### config.mk
export PLATFORM = sky130hd
export DESIGN_NAME = skt_ctrl
export DESIGN_NICKNAME = d
export VERILOG_FILES = /design/src/design/skt_pkg.sv /design/src/design/skt_ctrl.sv
export SDC_FILE = /design/constraint.sdc
export NUM_CORES = 1
export LEC_CHECK = 0
export BUFFER_PORTS_ARGS = -buffer_cell sky130_fd_sc_hd__buf_4
export CAP_MARGIN = 10
export CORE_MARGIN = 10
export CORE_UTILIZATION = 40
export CTS_CLUSTER_SIZE = 12
export DETAILED_ROUTE_END_ITERATION = 8
export PLACE_DENSITY = 0.76
export SYNTH_ARGS = -nofsm -noshare
export SYNTH_HDL_FRONTEND = slang
export SYNTH_SLANG_ARGS = --single-unit
### constraint.sdc
create_clock -name clk -period 4.35 [get_ports clk]
set_clock_uncertainty 0.1 [all_clocks]
set_input_delay 0.6525 -clock clk [delete_from_list [all_inputs] [get_ports clk]]
set_output_delay 0.6525 -clock clk [all_outputs]
set_load 0.02 [all_outputs]
### src/design/skt_pkg.sv
`default_nettype none

package skt_pkg;

  localparam int DEPTH     = 128;
  localparam int IDX_W     = $clog2(DEPTH);
  localparam int CNT_W     = $clog2(DEPTH + 1);
  localparam int KEY_W     = 31;
  localparam int PAY_W     = 20;
  localparam int REC_W     = KEY_W + PAY_W;
  localparam int OUT_IDX_W = 7;
  localparam int OUT_CNT_W = 8;

  typedef enum logic [2:0] {
    CMD_INSERT = 3'd0,
    CMD_DELETE = 3'd1,
    CMD_SEARCH = 3'd2,
    CMD_FIRST  = 3'd3,
    CMD_LAST   = 3'd4,
    CMD_NEXT   = 3'd5,
    CMD_PREV   = 3'd6,
    CMD_READ   = 3'd7
  } cmd_t;

  typedef enum logic [2:0] {
    ST_OK    = 3'd0,
    ST_FULL  = 3'd1,
    ST_DUP   = 3'd2,
    ST_EMPTY = 3'd3,
    ST_MISS  = 3'd4
  } status_t;

  typedef enum logic [3:0] {
    S_IDLE,
    S_DISPATCH,
    S_PROBE,
    S_CMP,
    S_RESOLVE,
    S_SHIFT,
    S_PLACE,
    S_READ,
    S_OUT
  } state_t;

  // controller -> datapath
  typedef struct packed {
    logic    load;
    logic    bs_init;
    logic    probe;
    logic    cmp;
    logic    sh_init;
    logic    sh_step;
    logic    place;
    logic    del_commit;
    logic    set_cur_lo;
    logic    move;
    logic    rd_cur;
    logic    st_we;
    status_t st_code;
    logic    out_load;
  } dp_cmd_t;

  // datapath -> controller
  typedef struct packed {
    cmd_t cmd;
    logic full;
    logic empty;
    logic bs_done;
    logic found;
    logic sh_more;
    logic at_first;
    logic at_last;
    logic out_busy;
  } dp_stat_t;

endpackage

`default_nettype wire

### src/design/skt_ctrl.sv
`default_nettype none

module skt_ctrl
  import skt_pkg::*;
(
  input  wire logic     clk,
  input  wire logic     rst_n,
  input  wire logic     in_valid,
  output logic          in_ready,
  input  wire dp_stat_t stat,
  output dp_cmd_t       cmd
);

  state_t state_r, state_nxt;

  always_ff @(posedge clk) begin
    if (!rst_n) begin
      state_r <= S_IDLE;
    end else begin
      state_r <= state_nxt;
    end
  end

  always_comb begin
    state_nxt = state_r;
    cmd       = '0;
    cmd.st_code = ST_OK;
    in_ready  = 1'b0;
    unique case (state_r)
      S_IDLE: begin
        in_ready = 1'b1;
        if (in_valid) begin
          cmd.load  = 1'b1;
          state_nxt = S_DISPATCH;
        end
      end
      S_DISPATCH: begin
        state_nxt = S_READ;
        if (stat.cmd == CMD_INSERT) begin
          if (stat.full) begin
            cmd.st_we   = 1'b1;
            cmd.st_code = ST_FULL;
          end else begin
            cmd.bs_init = 1'b1;
            state_nxt   = S_PROBE;
          end
        end else if (stat.empty) begin
          cmd.st_we   = 1'b1;
          cmd.st_code = ST_EMPTY;
        end else begin
          case (stat.cmd)
            CMD_DELETE: begin
              cmd.sh_init = 1'b1;
              state_nxt   = S_SHIFT;
            end
            CMD_SEARCH: begin
              cmd.bs_init = 1'b1;
              state_nxt   = S_PROBE;
            end
            CMD_NEXT: begin
              cmd.move    = 1'b1;
              cmd.st_we   = stat.at_last;
              cmd.st_code = ST_MISS;
            end
            CMD_PREV: begin
              cmd.move    = 1'b1;
              cmd.st_we   = stat.at_first;
              cmd.st_code = ST_MISS;
            end
            default: cmd.move = 1'b1;
          endcase
        end
      end
      S_PROBE: begin
        if (stat.bs_done) begin
          state_nxt = S_RESOLVE;
        end else begin
          cmd.probe = 1'b1;
          state_nxt = S_CMP;
        end
      end
      S_CMP: begin
        cmd.cmp   = 1'b1;
        state_nxt = S_PROBE;
      end
      S_RESOLVE: begin
        state_nxt = S_READ;
        if (stat.cmd == CMD_INSERT) begin
          if (stat.found) begin
            cmd.st_we   = 1'b1;
            cmd.st_code = ST_DUP;
          end else begin
            cmd.sh_init = 1'b1;
            state_nxt   = S_SHIFT;
          end
        end else if (stat.found) begin
          cmd.set_cur_lo = 1'b1;
        end else begin
          cmd.st_we   = 1'b1;
          cmd.st_code = ST_MISS;
        end
      end
      S_SHIFT: begin
        cmd.sh_step = 1'b1;
        if (!stat.sh_more) begin
          if (stat.cmd == CMD_INSERT) begin
            state_nxt = S_PLACE;
          end else begin
            cmd.del_commit = 1'b1;
            state_nxt      = S_READ;
          end
        end
      end
      S_PLACE: begin
        cmd.place = 1'b1;
        state_nxt = S_READ;
      end
      S_READ: begin
        cmd.rd_cur = 1'b1;
        state_nxt  = S_OUT;
      end
      S_OUT: begin
        if (!stat.out_busy) begin
          cmd.out_load = 1'b1;
          state_nxt    = S_IDLE;
        end
      end
      default: state_nxt = S_IDLE;
    endcase
  end

  a_load_idle: assert property (@(posedge clk) disable iff (!rst_n)
    cmd.load |=> state_r == S_DISPATCH)
    else $error("item taken without dispatch");

  a_out_from_out: assert property (@(posedge clk) disable iff (!rst_n)
    cmd.out_load |-> $past(cmd.rd_cur) || $past(state_r) == S_OUT)
    else $error("result loaded without a cursor read");

  a_probe_cmp: assert property (@(posedge clk) disable iff (!rst_n)
    cmd.probe |=> cmd.cmp)
    else $error("probe not followed by compare");

endmodule

`default_nettype wire

==> metrics.cfg <==
[cts]
cts_root_buf=clkbuf_4
cts_setup_buffers=0
cts.sinks=4
cts_hold_buffers=0
cts.path.max_buffers=2
cts.htree.levels=1
cts_tree=done
cts_buffers=3
clk_pin_slew_ns=0.03
insertion_delay_ns=0.22
cts_resized=0

[floorplanning]
initial_core_util=0.440
dieArea_um2=3460
core_area_um2=1370
rows=13
die_y_um=58.8
ios=31
fp.dieW_um=58.8

[global_route]
antenna_found_initial=0
grt_pass1_wl_um=2780
grt_max_degree=15
grt_pass1_vias=662
grt_overflow_total=0
grtUsageTotal=0.0947

[synth]
syn-cell-area_um2=602
synth.distinct_cells=32
syn_area_per_cell_um2=6.92
synth.yosys.seq_area_share=0.133
synth-async-reset-ratio=0
synth-seq-cells=4
syn_inst=87
synthesis.nets=106
ys_warn_count=0
ys_dominant_reg_cell=dfxtp_1
synth_edf_count=0

[job]
maxCapViolCount=0

[pwr]
power.leakage_nw=0.388
powerDensity_nw_per_um2=506
vdd_ir_drop_max_uv=388
p_total_mw=0.414

[final_layout]
layout_common_cells=buf_4, nor2_1, nand2_1
fin_nets=135
largest_reg_flops=4
finalNonFillerCells=129
top_regs=state_r: 4 flops
drive_gt1_frac=0.325
top_register=state_r
diodes=0
syn_to_final_growth_pct=36.2
final_common_cell=buf_4

[routing]
ant_nets=0
drt_iter0_markers=28
highest_layer=met4
totalWireLength_um=1770
avgRoutedWirePerCell_um=13.7
met1_length_um=722
viasPerCell=5.41
dr_total_vias=698
firstDrtPassIters=4
wl_met2_um=955
route.met3.wl_um=85
drcViolationCount=0

[sta]
min_period_over_period=0.603
relSlewSlack=0.634
setup_viol=0
slew_violations=0
worst_pin_slew_ns=0.546
fin_crit_ns=2.62
rsz0062_at_grt=no
hold_violations=0
tns_ns=0
fmax_mhz=381

[critical_path]
required_ns=3.60
startpoint_type=input port
arrival_ns=1.87
r2r_cells=4
critPathKind=in2out
critPathMaxFanout=7
end_kind=output port
worstReg2RegEnd=state_r[0]$_SDFFE_PN0P_
r2r_start=state_r[1]$_SDFFE_PN0P_
r2r_setup_slack_ns=2.78

[worst_hold_path]
hold_start=state_r[0]$_SDFFE_PN0P_
min_delay_path_depth=2
hold_class=reg2reg
hold_end=state_r[0]$_SDFFE_PN0P_

[placed_design]
place.gp.congestion=0.839
dp_cells=126
io_buffers=30
place_hpwl_um=1480

[outcome]
outcome=complete, no violations

==> final cells by class <==
| cell class | instances | area, um^2 |
|---|---|---|
| Timing Repair Buffer | 30 | 225 |
| Multi-Input combinational cell | 71 | 450 |
| Tap cell | 15 | 18.8 |
| Fill cell | 127 | 547 |
| Inverter | 6 | 22.5 |
| Sequential cell | 4 | 80.1 |
| Clock buffer | 3 | 22.5 |
==> per-stage QoR <==
stage	instance area (um^2)	setup WS (ns)	util	hold WS (ns)
floorplan	602	1.70	-	0.537
global placement	797	1.77	0.583	0.584
detailed placement	797	1.74	0.583	0.583
CTS	820	1.74	0.600	0.593
global route	820	1.70	0.600	0.609
finish	820	1.73	0.600	0.586
==> critical path: stages <==
cell and delay, ns:
buf_4 0.13, or3_4 0.42, ha_1 0.29, o22ai_1 0.19, buf_4 0.17
==> per-layer routing <==
metal | GRT usage | vias up
met3 | 0.0258 | 2
met4 | 0.0164 | 0
li1 | - | 364
met5 | 0 | -
met2 | 0.179 | 15
met1 | 0.102 | 317
==> logic make-up after synthesis <==
kind of cell	Yosys count	share of synthesized area
simple gates	43	0.366
compound gates	21	0.247
buf+inv	12	0.118
fa+ha+maj	5	0.104
flops	4	0.133
xor+xnor	1	0.0146
mux	1	0.0166
==> synth_stat cells, drive strengths merged (3+ instances only) <==
cell,instances,area [um^2]
nand2b,5,31.3
nor2,13,48.8
ha,5,62.6
a21oi,4,20.0
inv,6,22.5
nand2,8,30.0
o21ai,4,20.0
buf,6,48.8
a31oi,3,18.8
dfxtp,4,80.1
nor3,5,25.0
==> worst max path at each step <==
stage | slack, ns | endpoint | start
6_report | 1.73 | cmd[4] | stat[10]
5_1_grt | 1.70 | cmd[2] | stat[10]
4_1_cts | 1.74 | cmd[4] | stat[10]
3_5_place_dp | 1.74 | cmd[4] | stat[10]
3_3_place_gp | 1.77 | cmd[4] | stat[10]
2_1_floorplan | 1.70 | cmd[4] | stat[9]
==> power by group <==
group	internal, mW	leakage (nW)	switching, mW
combinational	0.122	0.341	0.159
clock	0.0307	0.0138	0.0120
sequential	0.0514	0.0330	0.0396
No activity file was read; power rests on OpenSTA's default activity.
